$ cat config.mk
export PLATFORM = sky130hd
export DESIGN_NAME = status_line_parse_check
export DESIGN_NICKNAME = d
export VERILOG_FILES = /design/src/rtl/slpc_pkg.sv /design/src/rtl/slpc_line_core.sv /design/src/rtl/status_line_parse_check.sv
export SDC_FILE = /design/constraint.sdc
export NUM_CORES = 1
export LEC_CHECK = 0
export BUFFER_PORTS_ARGS = -buffer_cell sky130_fd_sc_hd__buf_2
export CAP_MARGIN = 20
export CORE_MARGIN = 3
export CORE_UTILIZATION = 40
export DETAILED_ROUTE_END_ITERATION = 12
export PLACE_DENSITY = 0.53
export SETUP_SLACK_MARGIN = 0.4
export SYNTH_ARGS = -nofsm -noshare
export SYNTH_HDL_FRONTEND = slang
export SYNTH_HIERARCHICAL = 1
export SYNTH_SLANG_ARGS = --single-unit
$ cat constraint.sdc
create_clock -name clk -period 18.25 [get_ports clk]
set_input_delay 1.825 -clock clk [delete_from_list [all_inputs] [get_ports clk]]
set_output_delay 1.825 -clock clk [all_outputs]
set_load 0.02 [all_outputs]
$ cat src/rtl/slpc_pkg.sv
// slpc_pkg: shared types, constants and helpers of the status line parser
// used by slpc_line_core and status_line_parse_check; no dependencies
`default_nettype none

package slpc_pkg;

    localparam int LINE_LIMIT   = 1023;
    localparam int LINE_COUNT_W = 10;
    localparam int MIN_LINE_BYTES = 4;
    localparam int VALUE_W      = 15;
    localparam int VALVE_W      = 7;
    localparam int TOKEN_W      = 4;
    localparam int NUM_FIELDS   = 4;
    localparam int CFG_INDEX_W  = 3;

    localparam logic [VALUE_W-1:0] VALUE_MAX = 15'h7FFF;
    localparam logic [TOKEN_W-1:0] TOKEN_MAX = 4'd15;

    localparam logic [7:0] CHAR_NUL   = 8'd0;
    localparam logic [7:0] CHAR_TAB   = 8'd9;
    localparam logic [7:0] CHAR_NL    = 8'd10;
    localparam logic [7:0] CHAR_CR    = 8'd13;
    localparam logic [7:0] CHAR_SPACE = 8'd32;
    localparam logic [7:0] CHAR_PLUS  = 8'h2B;
    localparam logic [7:0] CHAR_MINUS = 8'h2D;
    localparam logic [7:0] CHAR_ZERO  = 8'h30;
    localparam logic [7:0] CHAR_NINE  = 8'h39;
    localparam logic [7:0] CHAR_D     = 8'h44;
    localparam logic [7:0] CHAR_M     = 8'h4D;
    localparam logic [7:0] CHAR_A     = 8'h41;

    localparam logic [TOKEN_W-1:0] TOKEN_HEADER  = 4'd0;
    localparam logic [TOKEN_W-1:0] TOKEN_MODE    = 4'd4;
    localparam logic [TOKEN_W-1:0] TOKEN_VALVE   = 4'd6;
    localparam logic [TOKEN_W-1:0] TOKEN_MEAS    = 4'd8;
    localparam logic [TOKEN_W-1:0] TOKEN_SETP    = 4'd10;
    localparam logic [TOKEN_W-1:0] TOKEN_BATTERY = 4'd12;

    typedef enum logic [1:0] {
        FIELD_VALVE   = 2'd0,
        FIELD_MEAS    = 2'd1,
        FIELD_SETP    = 2'd2,
        FIELD_BATTERY = 2'd3
    } field_num_t;

    typedef enum logic [1:0] {
        MODE_NONE   = 2'd0,
        MODE_MANUAL = 2'd1,
        MODE_AUTO   = 2'd2
    } mode_t;

    typedef enum logic [CFG_INDEX_W-1:0] {
        REG_MEASURED_LOW  = 3'd0,
        REG_MEASURED_HIGH = 3'd1,
        REG_SETPOINT_LOW  = 3'd2,
        REG_SETPOINT_HIGH = 3'd3,
        REG_BATTERY_LOW   = 3'd4,
        REG_BATTERY_HIGH  = 3'd5,
        REG_VALVE_HIGH    = 3'd6
    } cfg_reg_t;

    typedef struct packed {
        logic [VALUE_W-1:0] measured_low;
        logic [VALUE_W-1:0] measured_high;
        logic [VALUE_W-1:0] setpoint_low;
        logic [VALUE_W-1:0] setpoint_high;
        logic [VALUE_W-1:0] battery_low;
        logic [VALUE_W-1:0] battery_high;
        logic [VALVE_W-1:0] valve_high;
    } cfg_t;

    typedef struct packed {
        logic               accepted;
        mode_t              mode;
        logic [VALVE_W-1:0] valve;
        logic [VALUE_W-1:0] measured;
        logic [VALUE_W-1:0] setpoint;
        logic [VALUE_W-1:0] battery;
    } result_t;

    typedef struct packed {
        logic       hit;
        field_num_t num;
    } field_sel_t;

    function automatic field_sel_t field_of_token(input logic [TOKEN_W-1:0] idx);
        field_sel_t sel;
        sel.hit = 1'b1;
        sel.num = FIELD_VALVE;
        case (idx)
            TOKEN_VALVE:   sel.num = FIELD_VALVE;
            TOKEN_MEAS:    sel.num = FIELD_MEAS;
            TOKEN_SETP:    sel.num = FIELD_SETP;
            TOKEN_BATTERY: sel.num = FIELD_BATTERY;
            default:       sel.hit = 1'b0;
        endcase
        return sel;
    endfunction

endpackage

`default_nettype wire

$ cat src/rtl/slpc_line_core.sv
// slpc_line_core: per-byte tokenizer, number reader, line checks and stored values
// depends on slpc_pkg; stepped by status_line_parse_check
`default_nettype none

module slpc_line_core (
    input  wire logic            clk,
    input  wire logic            rst_n,
    input  wire logic            step,
    input  wire logic [7:0]      data,
    input  wire slpc_pkg::cfg_t  cfg,
    output logic                 line_end,
    output slpc_pkg::result_t    res
);
    import slpc_pkg::*;

    logic [LINE_COUNT_W-1:0] line_count_reg, line_count_next;
    logic [TOKEN_W-1:0]      token_number_reg, token_number_next;
    logic                    inside_token_reg, inside_token_next;
    logic                    token_start_reg, token_start_next;
    logic                    header_good_reg, header_good_next;
    logic [VALUE_W-1:0]      number_value_reg, number_value_next;
    logic                    number_negative_reg, number_negative_next;
    logic                    number_ended_reg, number_ended_next;
    mode_t                   line_mode_reg, line_mode_next;
    logic [VALUE_W-1:0]      line_fields_reg [NUM_FIELDS];
    logic [VALUE_W-1:0]      line_fields_next [NUM_FIELDS];
    logic [NUM_FIELDS-1:0]   fields_present_reg, fields_present_next;
    logic [NUM_FIELDS-1:0]   field_bad_reg, field_bad_next;
    mode_t                   kept_mode_reg, kept_mode_next;
    logic [VALUE_W-1:0]      kept_values_reg [NUM_FIELDS];
    logic [VALUE_W-1:0]      kept_values_next [NUM_FIELDS];

    // number committed when the current token closes
    field_sel_t            cur_sel;
    logic                  commit_hit;
    logic [NUM_FIELDS-1:0] commit_bad;
    logic [VALUE_W-1:0]    fields_commit [NUM_FIELDS];
    logic                  line_ok;

    assign line_end = (data == CHAR_NL) || (line_count_reg >= LINE_COUNT_W'(LINE_LIMIT));

    always_comb
    begin
        cur_sel = field_of_token(token_number_reg - TOKEN_W'(1));
        commit_hit = inside_token_reg && (token_number_reg != '0) && cur_sel.hit;
        commit_bad = field_bad_reg;
        if (commit_hit && number_negative_reg && (number_value_reg != '0))
        begin
            commit_bad[cur_sel.num] = 1'b1;
        end
        for (int i = 0; i < NUM_FIELDS; i++)
        begin
            fields_commit[i] = (commit_hit && (cur_sel.num == field_num_t'(i)))
                               ? number_value_reg : line_fields_reg[i];
        end
        line_ok = (line_count_reg >= LINE_COUNT_W'(MIN_LINE_BYTES)) && header_good_reg &&
                  (line_mode_reg != MODE_NONE) && (fields_present_reg == '1) &&
                  (commit_bad == '0) &&
                  (fields_commit[FIELD_VALVE] <= {{(VALUE_W-VALVE_W){1'b0}}, cfg.valve_high}) &&
                  (fields_commit[FIELD_MEAS] >= cfg.measured_low) &&
                  (fields_commit[FIELD_MEAS] <= cfg.measured_high) &&
                  (fields_commit[FIELD_SETP] >= cfg.setpoint_low) &&
                  (fields_commit[FIELD_SETP] <= cfg.setpoint_high) &&
                  (fields_commit[FIELD_BATTERY] >= cfg.battery_low) &&
                  (fields_commit[FIELD_BATTERY] <= cfg.battery_high);
    end

    always_comb
    begin
        logic               new_tok;
        logic [TOKEN_W-1:0] idx_cur;
        field_sel_t         sel_new;
        field_sel_t         sel_cur;
        logic [18:0]        acc;
        logic               do_digit;

        new_tok  = 1'b0;
        idx_cur  = '0;
        sel_new  = '0;
        sel_cur  = '0;
        acc      = '0;
        do_digit = 1'b0;

        line_count_next      = line_count_reg;
        token_number_next    = token_number_reg;
        inside_token_next    = inside_token_reg;
        token_start_next     = token_start_reg;
        header_good_next     = header_good_reg;
        number_value_next    = number_value_reg;
        number_negative_next = number_negative_reg;
        number_ended_next    = number_ended_reg;
        line_mode_next       = line_mode_reg;
        fields_present_next  = fields_present_reg;
        field_bad_next       = field_bad_reg;
        kept_mode_next       = kept_mode_reg;
        for (int i = 0; i < NUM_FIELDS; i++)
        begin
            line_fields_next[i] = line_fields_reg[i];
            kept_values_next[i] = kept_values_reg[i];
        end

        if (step && line_end)
        begin
            if (line_ok)
            begin
                kept_mode_next = line_mode_reg;
                for (int i = 0; i < NUM_FIELDS; i++)
                begin
                    kept_values_next[i] = fields_commit[i];
                end
            end
            line_count_next      = '0;
            token_number_next    = '0;
            inside_token_next    = 1'b0;
            token_start_next     = 1'b0;
            header_good_next     = 1'b0;
            number_value_next    = '0;
            number_negative_next = 1'b0;
            number_ended_next    = 1'b0;
            line_mode_next       = MODE_NONE;
            fields_present_next  = '0;
            field_bad_next       = '0;
            for (int i = 0; i < NUM_FIELDS; i++)
            begin
                line_fields_next[i] = '0;
            end
        end
        else if (step && (data != CHAR_NUL))
        begin
            line_count_next = line_count_reg + LINE_COUNT_W'(1);
            if (data == CHAR_SPACE)
            begin
                // separator closes the token
                field_bad_next    = commit_bad;
                for (int i = 0; i < NUM_FIELDS; i++)
                begin
                    line_fields_next[i] = fields_commit[i];
                end
                inside_token_next = 1'b0;
            end
            else
            begin
                new_tok = !inside_token_reg;
                idx_cur = new_tok ? token_number_reg : (token_number_reg - TOKEN_W'(1));
                if (new_tok)
                begin
                    if (token_number_reg != TOKEN_MAX)
                    begin
                        token_number_next = token_number_reg + TOKEN_W'(1);
                    end
                    inside_token_next = 1'b1;
                    if (token_number_reg == TOKEN_HEADER)
                    begin
                        header_good_next = (data == CHAR_D);
                    end
                    if (token_number_reg == TOKEN_MODE)
                    begin
                        line_mode_next = (data == CHAR_M) ? MODE_MANUAL :
                                         (data == CHAR_A) ? MODE_AUTO : MODE_NONE;
                    end
                    sel_new = field_of_token(token_number_reg);
                    if (sel_new.hit)
                    begin
                        fields_present_next[sel_new.num] = 1'b1;
                        number_value_next    = '0;
                        number_negative_next = 1'b0;
                        number_ended_next    = 1'b0;
                        token_start_next     = 1'b1;
                    end
                end

                sel_cur = field_of_token(idx_cur);
                if (sel_cur.hit && !number_ended_next)
                begin
                    if (token_start_next)
                    begin
                        if (data inside {[CHAR_TAB:CHAR_CR]})
                        begin
                            token_start_next = 1'b1;
                        end
                        else if ((data == CHAR_PLUS) || (data == CHAR_MINUS))
                        begin
                            token_start_next     = 1'b0;
                            number_negative_next = (data == CHAR_MINUS);
                        end
                        else if (data inside {[CHAR_ZERO:CHAR_NINE]})
                        begin
                            token_start_next = 1'b0;
                            do_digit         = 1'b1;
                        end
                        else
                        begin
                            number_ended_next = 1'b1;
                        end
                    end
                    else if (data inside {[CHAR_ZERO:CHAR_NINE]})
                    begin
                        do_digit = 1'b1;
                    end
                    else
                    begin
                        number_ended_next = 1'b1;
                    end
                end

                if (do_digit)
                begin
                    // value * 10 + digit, saturating
                    acc = ({4'b0, number_value_next} << 3) + ({4'b0, number_value_next} << 1)
                          + {15'b0, 4'(data - CHAR_ZERO)};
                    if (acc > {4'b0, VALUE_MAX})
                    begin
                        number_value_next = VALUE_MAX;
                        field_bad_next[sel_cur.num] = 1'b1;
                    end
                    else
                    begin
                        number_value_next = acc[VALUE_W-1:0];
                    end
                end
            end
        end
    end

    always_ff @(posedge clk or negedge rst_n)
    begin
        if (!rst_n)
        begin
            line_count_reg      <= '0;
            token_number_reg    <= '0;
            inside_token_reg    <= 1'b0;
            token_start_reg     <= 1'b0;
            header_good_reg     <= 1'b0;
            number_value_reg    <= '0;
            number_negative_reg <= 1'b0;
            number_ended_reg    <= 1'b0;
            line_mode_reg       <= MODE_NONE;
            fields_present_reg  <= '0;
            field_bad_reg       <= '0;
            kept_mode_reg       <= MODE_NONE;
            for (int i = 0; i < NUM_FIELDS; i++)
            begin
                line_fields_reg[i] <= '0;
                kept_values_reg[i] <= '0;
            end
        end
        else
        begin
            line_count_reg      <= line_count_next;
            token_number_reg    <= token_number_next;
            inside_token_reg    <= inside_token_next;
            token_start_reg     <= token_start_next;
            header_good_reg     <= header_good_next;
            number_value_reg    <= number_value_next;
            number_negative_reg <= number_negative_next;
            number_ended_reg    <= number_ended_next;
            line_mode_reg       <= line_mode_next;
            fields_present_reg  <= fields_present_next;
            field_bad_reg       <= field_bad_next;
            kept_mode_reg       <= kept_mode_next;
            for (int i = 0; i < NUM_FIELDS; i++)
            begin
                line_fields_reg[i] <= line_fields_next[i];
                kept_values_reg[i] <= kept_values_next[i];
            end
        end
    end

    always_comb
    begin
        res.accepted = line_ok;
        res.mode     = kept_mode_next;
        res.valve    = kept_values_next[FIELD_VALVE][VALVE_W-1:0];
        res.measured = kept_values_next[FIELD_MEAS];
        res.setpoint = kept_values_next[FIELD_SETP];
        res.battery  = kept_values_next[FIELD_BATTERY];
    end

endmodule

`default_nettype wire

$ cat src/rtl/status_line_parse_check.sv
// status_line_parse_check: top level with byte input stage, settings registers
// and result registers; depends on slpc_pkg and slpc_line_core
//
//  channel  | handshake            | payload
//  ---------+----------------------+-----------------------------------------------
//  in       | in_valid / in_ready  | rx_byte
//  out      | out_valid / out_ready| line_accepted, mode_now, valve_now,
//           |                      | measured_now, setpoint_now, battery_now
//  cfg      | cfg_valid / cfg_ready| cfg_index, cfg_data
//
// one byte per cycle unless a line-end byte waits: a request lands in the input
// register, then the tokenizer updates its state and, at a line end, loads a
// result register. two result registers keep out_ready off the input path; a
// line-end byte waits in the input register only while both are full.
// reset clears line state, stored values and loads the default limits.
// cfg_ready is always high; writes to index 7 are ignored.
`default_nettype none

module status_line_parse_check (
    input  wire logic                              clk,
    input  wire logic                              rst_n,
    input  wire logic                              in_valid,
    output logic                                   in_ready,
    input  wire logic [7:0]                        rx_byte,
    output logic                                   out_valid,
    input  wire logic                              out_ready,
    output logic                                   line_accepted,
    output logic [1:0]                             mode_now,
    output logic [slpc_pkg::VALVE_W-1:0]           valve_now,
    output logic [slpc_pkg::VALUE_W-1:0]           measured_now,
    output logic [slpc_pkg::VALUE_W-1:0]           setpoint_now,
    output logic [slpc_pkg::VALUE_W-1:0]           battery_now,
    input  wire logic                              cfg_valid,
    output logic                                   cfg_ready,
    input  wire logic [slpc_pkg::CFG_INDEX_W-1:0]  cfg_index,
    input  wire logic [slpc_pkg::VALUE_W-1:0]      cfg_data
);
    import slpc_pkg::*;

    cfg_t       cfg_reg;
    logic       stage_valid_reg;
    logic [7:0] stage_byte_reg;
    logic       out_valid_reg;
    result_t    out_reg;
    logic       skid_valid_reg;
    result_t    skid_reg;

    logic       stage_go;
    logic       core_end;
    result_t    core_res;
    logic       res_push;
    logic       res_pop;

    assign cfg_ready = 1'b1;

    always_ff @(posedge clk or negedge rst_n)
    begin
        if (!rst_n)
        begin
            cfg_reg.measured_low  <= VALUE_W'(500);
            cfg_reg.measured_high <= VALUE_W'(4000);
            cfg_reg.setpoint_low  <= VALUE_W'(500);
            cfg_reg.setpoint_high <= VALUE_W'(3000);
            cfg_reg.battery_low   <= VALUE_W'(2000);
            cfg_reg.battery_high  <= VALUE_W'(4000);
            cfg_reg.valve_high    <= VALVE_W'(100);
        end
        else if (cfg_valid && cfg_ready)
        begin
            case (cfg_index)
                REG_MEASURED_LOW:  cfg_reg.measured_low  <= cfg_data;
                REG_MEASURED_HIGH: cfg_reg.measured_high <= cfg_data;
                REG_SETPOINT_LOW:  cfg_reg.setpoint_low  <= cfg_data;
                REG_SETPOINT_HIGH: cfg_reg.setpoint_high <= cfg_data;
                REG_BATTERY_LOW:   cfg_reg.battery_low   <= cfg_data;
                REG_BATTERY_HIGH:  cfg_reg.battery_high  <= cfg_data;
                REG_VALVE_HIGH:    cfg_reg.valve_high    <= cfg_data[VALVE_W-1:0];
                default:           cfg_reg               <= cfg_reg;
            endcase
        end
    end

    // a line-end byte needs a free result slot
    assign stage_go = stage_valid_reg && (!core_end || !skid_valid_reg);
    assign in_ready = !stage_valid_reg || stage_go;
    assign res_push = stage_go && core_end;
    assign res_pop  = out_valid_reg && out_ready;

    slpc_line_core u_core (
        .clk      (clk),
        .rst_n    (rst_n),
        .step     (stage_go),
        .data     (stage_byte_reg),
        .cfg      (cfg_reg),
        .line_end (core_end),
        .res      (core_res)
    );

    always_ff @(posedge clk or negedge rst_n)
    begin
        if (!rst_n)
        begin
            stage_valid_reg <= 1'b0;
            out_valid_reg   <= 1'b0;
            skid_valid_reg  <= 1'b0;
        end
        else
        begin
            if (in_valid && in_ready)
            begin
                stage_valid_reg <= 1'b1;
            end
            else if (stage_go)
            begin
                stage_valid_reg <= 1'b0;
            end
            if (!out_valid_reg)
            begin
                out_valid_reg <= res_push;
            end
            else if (res_pop)
            begin
                out_valid_reg <= skid_valid_reg || res_push;
            end
            if (out_valid_reg && !res_pop && res_push)
            begin
                skid_valid_reg <= 1'b1;
            end
            else if (res_pop)
            begin
                skid_valid_reg <= 1'b0;
            end
        end
    end

    always_ff @(posedge clk)
    begin
        if (in_valid && in_ready)
        begin
            stage_byte_reg <= rx_byte;
        end
        if (res_push && (!out_valid_reg || res_pop))
        begin
            out_reg <= core_res;
        end
        else if (res_pop && skid_valid_reg)
        begin
            out_reg <= skid_reg;
        end
        if (res_push && out_valid_reg && !res_pop)
        begin
            skid_reg <= core_res;
        end
    end

    assign out_valid     = out_valid_reg;
    assign line_accepted = out_reg.accepted;
    assign mode_now      = out_reg.mode;
    assign valve_now     = out_reg.valve;
    assign measured_now  = out_reg.measured;
    assign setpoint_now  = out_reg.setpoint;
    assign battery_now   = out_reg.battery;

endmodule

`default_nettype wire
Word level (Yosys, flattened, before mapping) --
Cells that the tools add are included.
Cells by class: bitwise gates (word level) 3, $add $sub $neg 6, multiplexer cells 132, reductions and logical operators 84, $lt $le $gt $ge 20, eq/ne operators 33
Operators with widths (number):
- 15-bit 2-to-1 mux | 14
- 60-bit 2-to-1 mux | 3
- 55-bit 2-to-1 mux | 2
- 52-bit 2-to-1 mux | 2
- 1-bit 2-to-1 mux | 70
- 4-bit 2-to-1 mux | 17
- 15-bit >= comparator | 3
- 15-bit less-or-equal comparator | 3
- 4-bit == test, second input constant | 10
- 1-bit logical AND | 36
- 2-bit 2-to-1 mux | 16
- 8-bit by 6-bit == test with 1-bit output, second input constant | 3
- 8-bit by 7-bit == test with 1-bit output, second input constant | 3
- 10-bit 2-to-1 mux | 2
- 2-bit nonzero test | 10
- 18-bit by 16-bit adder with 19-bit output | 1
- 19-bit by 4-bit adder with 19-bit output | 1
- 19-bit by 15-bit > comparator with 1-bit output, second input constant | 1
- 2-bit case mux with 3 select lines | 3
- 2-bit AND reduction | 9
- 4-bit by 3-bit == test with 1-bit output, second input constant | 4
- 4-bit AND reduction | 4
- 15-bit by 7-bit less-or-equal comparator with 1-bit output | 1
- 15-bit nonzero test | 1
- other kinds (31) | 59
Storage, ports and cells: input port bits 31, flip-flop bits (word level) 376, word-level logic and storage cells 321, output and inout bits 58

Depth between registers and ports, before layout --
Gate-level depths: netlist of run 1.
word-level depth 23, depth in mapped cells 22, gate-level depth less buffers 17

Cells and area by module --
The synthesis of run 1 kept the hierarchy.
By module, submodules not included:
- slpc_line_core | cells an instance 1280, seq. area each 3953.8 sq um, area each 11394.7 sq um, times used 1
- status_line_parse_check | cells an instance 408, seq. area each 6095.8 sq um, area each 8160.3 sq um, times used 1

Least setup slack after synthesis of run 1 --
No wires, ideal clock.
path kind input -> register, start point input out_ready, end point register skid_reg[0] (netlist bit), enable pin, library setup time 0.551 ns, data arrival time 5.935 ns, data required time 17.699 ns, buffers on the path 0, stages on the path 1, slack 11.764 ns, cells stage by stage nor3b_1
On the way: longest elaborated chain between the ends 3
Ends and longest elaborated chain:
- start, declared | RTL line status_line_parse_check.sv:26 | input wire logic out_ready,
- 1-bit logical AND | RTL line status_line_parse_check.sv:87 | assign res_pop = out_valid_reg && out_ready;
- 1-bit zero test | RTL line status_line_parse_check.sv:150 | if (res_push && out_valid_reg && !res_pop)
- 1-bit logical AND | RTL line status_line_parse_check.sv:150
- end signal, assigned | RTL line status_line_parse_check.sv:152 | skid_reg <= core_res;
- end, declared | RTL line status_line_parse_check.sv:46 | result_t skid_reg;
No other way between the ends. A chain may end at the register's enable or synchronous reset.

==> impl_metrics.toml, run 1 <==
[layout]
syn_to_final_growth_pct = 11.86
largest_register_ffs = 97
fin_nets = 1928
drive_above_1_share_pct = 23.04
fin_util_pct = 45.53
antenna_cells = 0

[synth]
syn_avg_cell_area_um2 = 11.58
seq_area_frac_synth_pct = 51.39
synth_top_cells_by_area = "dfrtp_1 (28%), edfxtp_1 (18%), mux2_2 (10%), ha_1 (8.5%), dfstp_2 (5.4%)"
synth_flop_cell = "dfrtp_1"
synth_fp_nets = 1854
synth_compound_area_share_pct = 8.184
synthSimpleGateAreaFrac_pct = 11.86
yosysMostFrequentCell = "dfrtp_1"
synth_top_family_by_area = "multiplexers"
synth_edf_count = 118
synth_cell_types = 74
synthCells = 1688
synthAdderAreaFrac_pct = 8.715
synth_warnings = 6
synth_top_area_cell = "dfrtp_1"
synth_seq_cells = 376
synth_area_um2 = 19560
synth_xor_area_share_pct = 0.9853
async_flop_share_pct = 68.62
muxShareOfSynthArea_pct = 14.76
synthTopCellsByCount = "dfrtp_1 (218), mux2_2 (180), ha_1 (133)"
synth_top_area_share_pct = 27.90

[worst_setup_path]
worst_setup_path_start_kind = "register"
critPathTopFamily = "simple AND/OR/NAND/NOR gates"
slowest_stage = "or4_1"
crit_fanout = 54
cp.required_ps = 18560
path_class = "register to register"
crit_path_max_incr_delay_ps = 910
cp.arrival_ps = 7050
path_buf_inv = 3
end_kind = "register"
path_cells = "inv_1 > ha_1 > xnor2_1 > inv_1 > or4_1 > mux2_2 > ha_1 > a21o_1 > a21o_1 > a211o_1 > o31a_1 > or3_1 > nor4_4 > buf_4 > mux2_1 > mux2_2"

[clocking]
tritoncts = "done"
clk_latency_ps = 570
cts_made_buffers = 44
post-cts-setup-buffer-count = 0
cts_resized = 0
ctsHoldBuffers = 0
root_buffer = "clkbuf_16"
h-tree-depth = 2
clock-sinks = 376
max-clock-path-buffers = 3
clk_pin_slew_ps = 50

[placement]
hpwl_um = 35830
gp_congestion = 0.8370
io_buffers = 87

[grt]
grt_max_degree = 85
grt_pass1_vias = 13159
grt_usage_pct = 20.42
grt-ovfl-total = 0
antenna_found_initial = 0
grt_first_pass_wirelength_um = 80610

[timing]
finClkSkew_ps = 27.02
final_max_slew_viol_count = 0
hold_violations = 0
setup_violations = 0
fin_tns_setup_ps = 0
rsz0062_at_grt = "no"
fin_crit_ps = 6745
slew_headroom_pct = 28.59
max_freq_ghz = 0.1483
fin_crit_sh_pct = 36.96
worst_pin_slew_ps = 1067

[pwr]
power.density_nw_per_um2 = 110.5
p_leak_nw = 10.04
irDropWorstVdd_mv = 0.07752

[drt]
viasPerCell = 5.504
dr.first_iter.drc_count = 905
drcViolationCount = 0
drt_wl_total_um = 52540
wl_per_cell_um = 21.78
drt_pass1_iterations = 6
via_count = 13275
drtAntennaViolNets = 0

[floorplanning]
die_y_um = 227.1
ios = 89
rows = 80
start_util_pct = 40.70
core_um2 = 48050
die_area_um2 = 51580
die_w_um = 227.1

[worst_hold_path]
min_path_type = "register to register"

[outcome]
status = "finished, final reports clean"

[run]
drv_cap = 0
## final timing paths
check                                           start                          to  slack, ps  cells after the start
max                        u_core/token_number_reg[0]             setpoint_now[1]      11510                     16
max in group asynchronous                       rst_n                 cfg_reg[53]      15690                      2
min                           u_core/number_ended_reg     u_core/number_ended_reg        480                      2
min reg2reg                   u_core/number_ended_reg     u_core/number_ended_reg        480                      2
max reg2reg                u_core/token_number_reg[0]             setpoint_now[1]      11510                     16
min in group asynchronous                       rst_n  u_core/number_value_reg[1]       1180                      1
## metal layers
metal | share of wire (%) | track usage [%] | up-vias
met1 | 47 | 29.21 | 6688
met3 | 3.7 | 2.656 | 68
met5 | 0 | 0 | -
li1 | - | - | 6252
met2 | 46 | 32.65 | 267
met4 | 2.4 | 6.032 | 0
## per-stage QoR
stage,total power [mW],hold WS (ps),instances,setup slack [ps],cell area [µm²]
2_1_floorplan,1.422,438.3,1688,11760,19560
3_3_place_gp,1.591,459.2,2331,11710,20540
3_5_place_dp,1.602,469.3,2331,11600,20540
4_1_cts,2.442,481.8,2412,11610,21870
5_1_grt,2.555,506.0,2412,11230,21870
6_report,2.418,481.8,2412,11510,21870
## worst min-delay path, delay by kind of cell, from the launching register on
| kind | cells | cell delay (ps) |
|---|---|---|
| flip-flops | 1 | 350 |
| AND/OR/NAND/NOR | 2 | 100 |
## layout make-up
type                            instances  area [µm²]
Tap cell                              615       769.5
Multi-Input combinational cell       1126        8743
Inverter                              112       420.4
Sequential cell                       376       10050
Fill cell                            4413       26170
Timing Repair Buffer                  102       558.0
Clock inverter                         15       118.9
Clock buffer                           66        1214
## cells in the final DEF (no fill, tap or decap), types with 21 or more instances in the layout
cell type | synthesis | final
a21o_1 | 21 | 21
a21oi_1 | 106 | 105
buf_2 | 5 | 86
clkbuf_16 | 0 | 44
dfrtp_1 | 218 | 218
dfstp_2 | 40 | 40
edfxtp_1 | 118 | 118
ha_1 | 133 | 133
inv_1 | 112 | 112
mux2_1 | 47 | 47
mux2_2 | 180 | 180
nand2_1 | 100 | 99
nand4_1 | 25 | 25
nor2_1 | 114 | 114
nor3_1 | 80 | 79
o21ai_0 | 53 | 53
## power by group
group / switching [mW] / internal [mW] / leakage, nW
combinational: 0.301 / 0.220 / 4.96
clock: 0.352 / 0.475 / 0.650
sequential: 0.106 / 0.963 / 4.43
## cells by family after synthesis
family / after synthesis
simple gates: 452
flops: 376
compound gates: 261
mux: 255
buf+inv: 186
fa+ha+maj: 135
xor+xnor: 22
other cells: 1
Note: power is estimated with default switching activity, not from simulation.
==> run 2: changes to the inputs <==
- clock period: 18.25 -> 6.9 ns (I/O delays scaled with it)
==> impl_metrics.toml, run 2 (synthesis gave the netlist of run 1 again) <==
[outcome]
status = "finished, final reports clean"

[timing]
slew_headroom_pct = 30.10
fin_crit_ps = 6063
setup_violations = 0
final_max_slew_viol_count = 0
finClkSkew_ps = 25.88
hold_violations = 0
rsz0062_at_grt = "no"
max_freq_ghz = 0.1649
worst_pin_slew_ps = 1045
fin_crit_sh_pct = 87.88
fin_tns_setup_ps = 0

[floorplanning]
die_area_um2 = 51580
ios = 89
die_w_um = 227.1
die_y_um = 227.1
core_um2 = 48050
rows = 80
start_util_pct = 40.70

[worst_hold_path]
min_path_type = "input pin to async pin"

[grt]
grt_max_degree = 115
antenna_found_initial = 0
grt_first_pass_wirelength_um = 80650
met1_usage_pct = 28.77
grtUsageMet3_pct = 2.863
grt-ovfl-total = 0
gr-usage-met2_pct = 32.61
grt_usage_pct = 20.44
grt_pass1_vias = 13442
busiest_layer = "met2"

[pwr]
power.switching_mw = 1.976
seqPwrFrac_pct = 44.7
p_int_mw = 4.356
pwr-share-comb_pct = 21.8
power_frac_clock_pct = 33.5
p_leak_nw = 9.980
power.density_nw_per_um2 = 289.4
total_power_mw = 6.332
power_switching_share_pct = 31.21
irDropWorstVdd_mv = 0.1926

[worst_setup_path]
regToRegSetupSlack_ps = 840
rr_startpoint = "u_core/token_number_reg[1]"
crit_fanout = 54
cp.required_ps = 7200
end_kind = "register"
r2r_end = "battery_now[13]"
r2r_cells = 16
cp.arrival_ps = 6360
worst_setup_path_start_kind = "register"
path_class = "register to register"

[clocking]
ctsHoldBuffers = 0
cts_resized = 0
root_buffer = "clkbuf_16"
clk_latency_ps = 560
max-clock-path-buffers = 3
clk_pin_slew_ps = 60
clock-sinks = 376
post-cts-setup-buffer-count = 0
tritoncts = "done"
cts_made_buffers = 42
h-tree-depth = 2

[placement]
gp_congestion = 0.8441
hpwl_um = 35970
io_buffers = 87

[drt]
viasPerCell = 5.519
via_count = 13317
dr.first_iter.drc_count = 786
wl_per_cell_um = 21.77
drtAntennaViolNets = 0
drcViolationCount = 0
drt_wl_total_um = 52520
drt_pass1_iterations = 4

[layout]
mostFrequentLayoutCells = "dfrtp_1 (217), mux2_2 (180), ha_1 (133), edfxtp_1 (118), nor2_1 (114)"
drive_above_1_share_pct = 23.03
largest_register_ffs = 97
antenna_cells = 0
fin_util_pct = 45.54
layout_commonest_cell = "dfrtp_1"
syn_to_final_growth_pct = 11.89
fin_nets = 1931

[run]
drv_cap = 0
run 2: changes by cell type in the layout (fill, tap and decap cells not counted), sizes merged:
cell / previous run / this run
clkinv: 12 / 3
clkbuf: 66 / 72
bufinv: 1 / 0
buf: 102 / 107
run 2: through the flow:
stage	hold slack [ps]	instance area (µm²)	std cells	setup WS (ps)
CTS	129.0	21880	2413	690.1
floorplan	394.4	19560	1688	556.3
global placement	456.1	20600	2336	838.4
global route	127.7	21880	2413	568.0
detailed placement	469.0	20600	2336	738.3
finish	110.1	21880	2413	836.6
run 2: area by class of cell:
class / count / area [µm²]
Sequential cell: 376 / 10050
Multi-Input combinational cell: 1126 / 8743
Clock buffer: 72 / 1245
Timing Repair Buffer: 107 / 620.6
Fill cell: 4448 / 26170
Tap cell: 615 / 769.5
Inverter: 112 / 420.4
Clock inverter: 5 / 31.28
run 2: worst max path at each step:
stage,end,slack [ps],start
3_3_place_gp,setpoint_now[2],840,u_core/token_number_reg[0]
4_1_cts,battery_now[13],690,u_core/token_number_reg[0]
6_report,battery_now[13],840,u_core/token_number_reg[1]
3_5_place_dp,battery_now[10],740,u_core/token_number_reg[0]
5_1_grt,battery_now[13],570,u_core/token_number_reg[1]
2_1_floorplan,skid_reg[0],560,stage_byte_reg[4]
run 2: critical path: stages (launching register included):
cell and delay [ps]:
dfrtp_1 610, inv_1 140, ha_1 340, xnor2_1 320, inv_1 90, or4_1 820
mux2_2 430, ha_1 300, a21o_1 160, a21o_1 170, a211o_1 300, o31a_1 290
or3_1 400, nor4_4 320, buf_12 340, mux2_1 410, mux2_2 280
run 2: metal layers:
layer / routed length, µm / part of all wire, % / vias up
met5: 0 / 0 / -
met4: 1620 / 3.1 / 0
met2: 24180 / 46 / 269
met3: 2042 / 3.9 / 79
met1: 24680 / 47 / 6716
li1: - / - / 6253
run 2: power by group through the flow:
stage,clock (mW),sequential (mW),combinational (mW)
floorplan,0,2.70,1.06
global placement,0,2.86,1.36
detailed placement,0,2.86,1.38
CTS,2.19,2.82,1.39
global route,2.27,2.86,1.57
finish,2.12,2.83,1.38
==> run 3: changes to the inputs <==
- BUFFER_PORTS_ARGS: -buffer_cell sky130_fd_sc_hd__buf_2 -> -buffer_cell sky130_fd_sc_hd__buf_4
==> impl_metrics.toml, run 3 (synthesis gave the netlist of run 1 again) <==
[floorplanning]
start_util_pct = 40.70
die_y_um = 227.1
core_um2 = 48050
ios = 89
die_area_um2 = 51580
rows = 80
die_w_um = 227.1

[drt]
dr.first_iter.drc_count = 843
viasPerCell = 5.497
drt_wl_total_um = 52850
drt_pass1_iterations = 5
wl_per_cell_um = 21.88
drtAntennaViolNets = 0
drcViolationCount = 0
via_count = 13280

[pwr]
power.switching_mw = 2.020
power_frac_clock_pct = 34.3
pwr-share-comb_pct = 21.6
power.density_nw_per_um2 = 288.8
p_int_mw = 4.388
power_switching_share_pct = 31.53
total_power_mw = 6.408
irDropWorstVdd_mv = 0.1895
seqPwrFrac_pct = 44.2
p_leak_nw = 10.07

[clocking]
cts_resized = 0
h-tree-depth = 2
tritoncts = "done"
max-clock-path-buffers = 3
clock-sinks = 376
clk_latency_ps = 580
clk_pin_slew_ps = 60
root_buffer = "clkbuf_16"
cts_made_buffers = 43
ctsHoldBuffers = 0
post-cts-setup-buffer-count = 0

[worst_setup_path]
worst_setup_path_start_kind = "register"
r2r_cells = 18
r2r_end = "setpoint_now[7]"
end_kind = "register"
path_class = "register to register"
crit_fanout = 54
crit_path_max_incr_delay_ps = 660
cp.arrival_ps = 6340
cp.required_ps = 7230
slowest_stage = "dfrtp_1"
cp-endpoint = "setpoint_now[7]"
path_cells = "inv_1 > ha_1 > xnor2_1 > and3_1 > and2_1 > nand2_1 > nand2_1 > ha_1 > nor2b_1 > o31ai_1 > a21oi_1 > nor4_1 > buf_4 > nand2b_1 > nor4_4 > buf_12 > mux2_1 > mux2_2"
rr_startpoint = "u_core/token_number_reg[0]"
worstSetupStartpoint = "u_core/token_number_reg[0]"
regToRegSetupSlack_ps = 880

[timing]
final_max_slew_viol_count = 0
finClkSkew_ps = 16.68
rsz0062_at_grt = "no"
max_freq_ghz = 0.1662
hold_violations = 0
worst_pin_slew_ps = 960.1
fin_tns_setup_ps = 0
setup_violations = 0
slew_headroom_pct = 35.41
fin_crit_sh_pct = 87.20
fin_crit_ps = 6017

[grt]
grt_first_pass_wirelength_um = 81070
antenna_found_initial = 0
grt_max_degree = 84
grt_pass1_vias = 13252
grt-ovfl-total = 0
grt_usage_pct = 20.61

[layout]
layout_commonest_cell = "dfrtp_1"
drive_above_1_share_pct = 23.72
mostFrequentLayoutCells = "dfrtp_1 (218), mux2_2 (180), ha_1 (133), edfxtp_1 (118), nor2_1 (114)"
syn_to_final_growth_pct = 13.46
design_area_um2 = 22190
largest_register_ffs = 97
fin_nets = 1934
fillCellCount = 4453

[placement]
gp_congestion = 0.8509
postPlaceCellArea_um2 = 20820
hpwl_um = 36740
io_buffers = 87

[outcome]
status = "finished, final reports clean"

[run]
drv_cap = 0

[worst_hold_path]
min_path_type = "input pin to async pin"
run 3: cell types whose count changed in the layout (fill, tap and decap cells not counted), moves of 2 or more:
| cell | delta |
|---|---|
| clkinv_4 | +2 |
| buf_2 | -86 |
| clkbuf_1 | -15 |
| clkinv_1 | +3 |
| clkinv_8 | +2 |
| buf_4 | +88 |
| clkinv_2 | +6 |
run 3: worst min-delay path by stage:
| stage | from | endpoint | slack (ps) | cells past startpoint |
|---|---|---|---|---|
| 2_1_floorplan | rst_n | cfg_reg[0] | 390 | 0 |
| 3_3_place_gp | u_core/number_ended_reg | u_core/number_ended_reg | 460 | 2 |
| 3_5_place_dp | u_core/number_ended_reg | u_core/number_ended_reg | 470 | 2 |
| 4_1_cts | rst_n | u_core/line_count_reg[1] | 110 | 1 |
| 5_1_grt | rst_n | u_core/line_count_reg[1] | 120 | 1 |
| 6_report | rst_n | u_core/line_count_reg[1] | 80 | 1 |
run 3: metal layers:
metal / GRT usage (%) / wire, µm / vias to the layer above
li1: - / - / 6252
met1: 28.90 / 24330 / 6661
met2: 32.49 / 24180 / 293
met3: 3.559 / 2482 / 74
met4: 7.085 / 1857 / 0
met5: 0 / 0 / -
run 3: metrics by stage:
step           utilization [%]  hold WS, ps  setup slack, ps  instances
5_1_grt                  46.17        121.4            483.8       2415
4_1_cts                  46.16        106.2            902.3       2414
3_5_place_dp             43.34        469.1            931.7       2337
3_3_place_gp             43.30        458.4             1041       2336
2_1_floorplan                -        394.4            556.3       1688
6_report                 46.18        83.94            882.9       2416
run 3: area by class of cell:
type	count	area (µm²)	share of cell area, %
diodes	1	2.502	0.01128
well taps	615	769.5	3.468
flip-flops and latches	376	10050	45.30
clock buffers	56	1175	5.296
clock inverters	21	180.2	0.8121
multi-input cells	1126	8743	39.41
repair buffers	109	845.8	3.812
inverters	112	420.4	1.895
run 3: critical path, delay by kind of cell (launching register included):
kind	cells	cell delay, ps
AO/OA/AOI/OAI	2	390
XOR/XNOR	1	330
adder cells (fa/ha/maj)	2	680
buffers and inverters	3	710
flip-flops	1	660
multiplexers	2	680
AND/OR/NAND/NOR	8	2260
run 3: power by group through the flow:
stage | sequential [mW] | clock, mW | combinational (mW)
finish | 2.83 | 2.20 | 1.38
global route | 2.86 | 2.36 | 1.56
CTS | 2.83 | 2.27 | 1.39
detailed placement | 2.87 | 0 | 1.38
global placement | 2.86 | 0 | 1.37
floorplan | 2.70 | 0 | 1.06
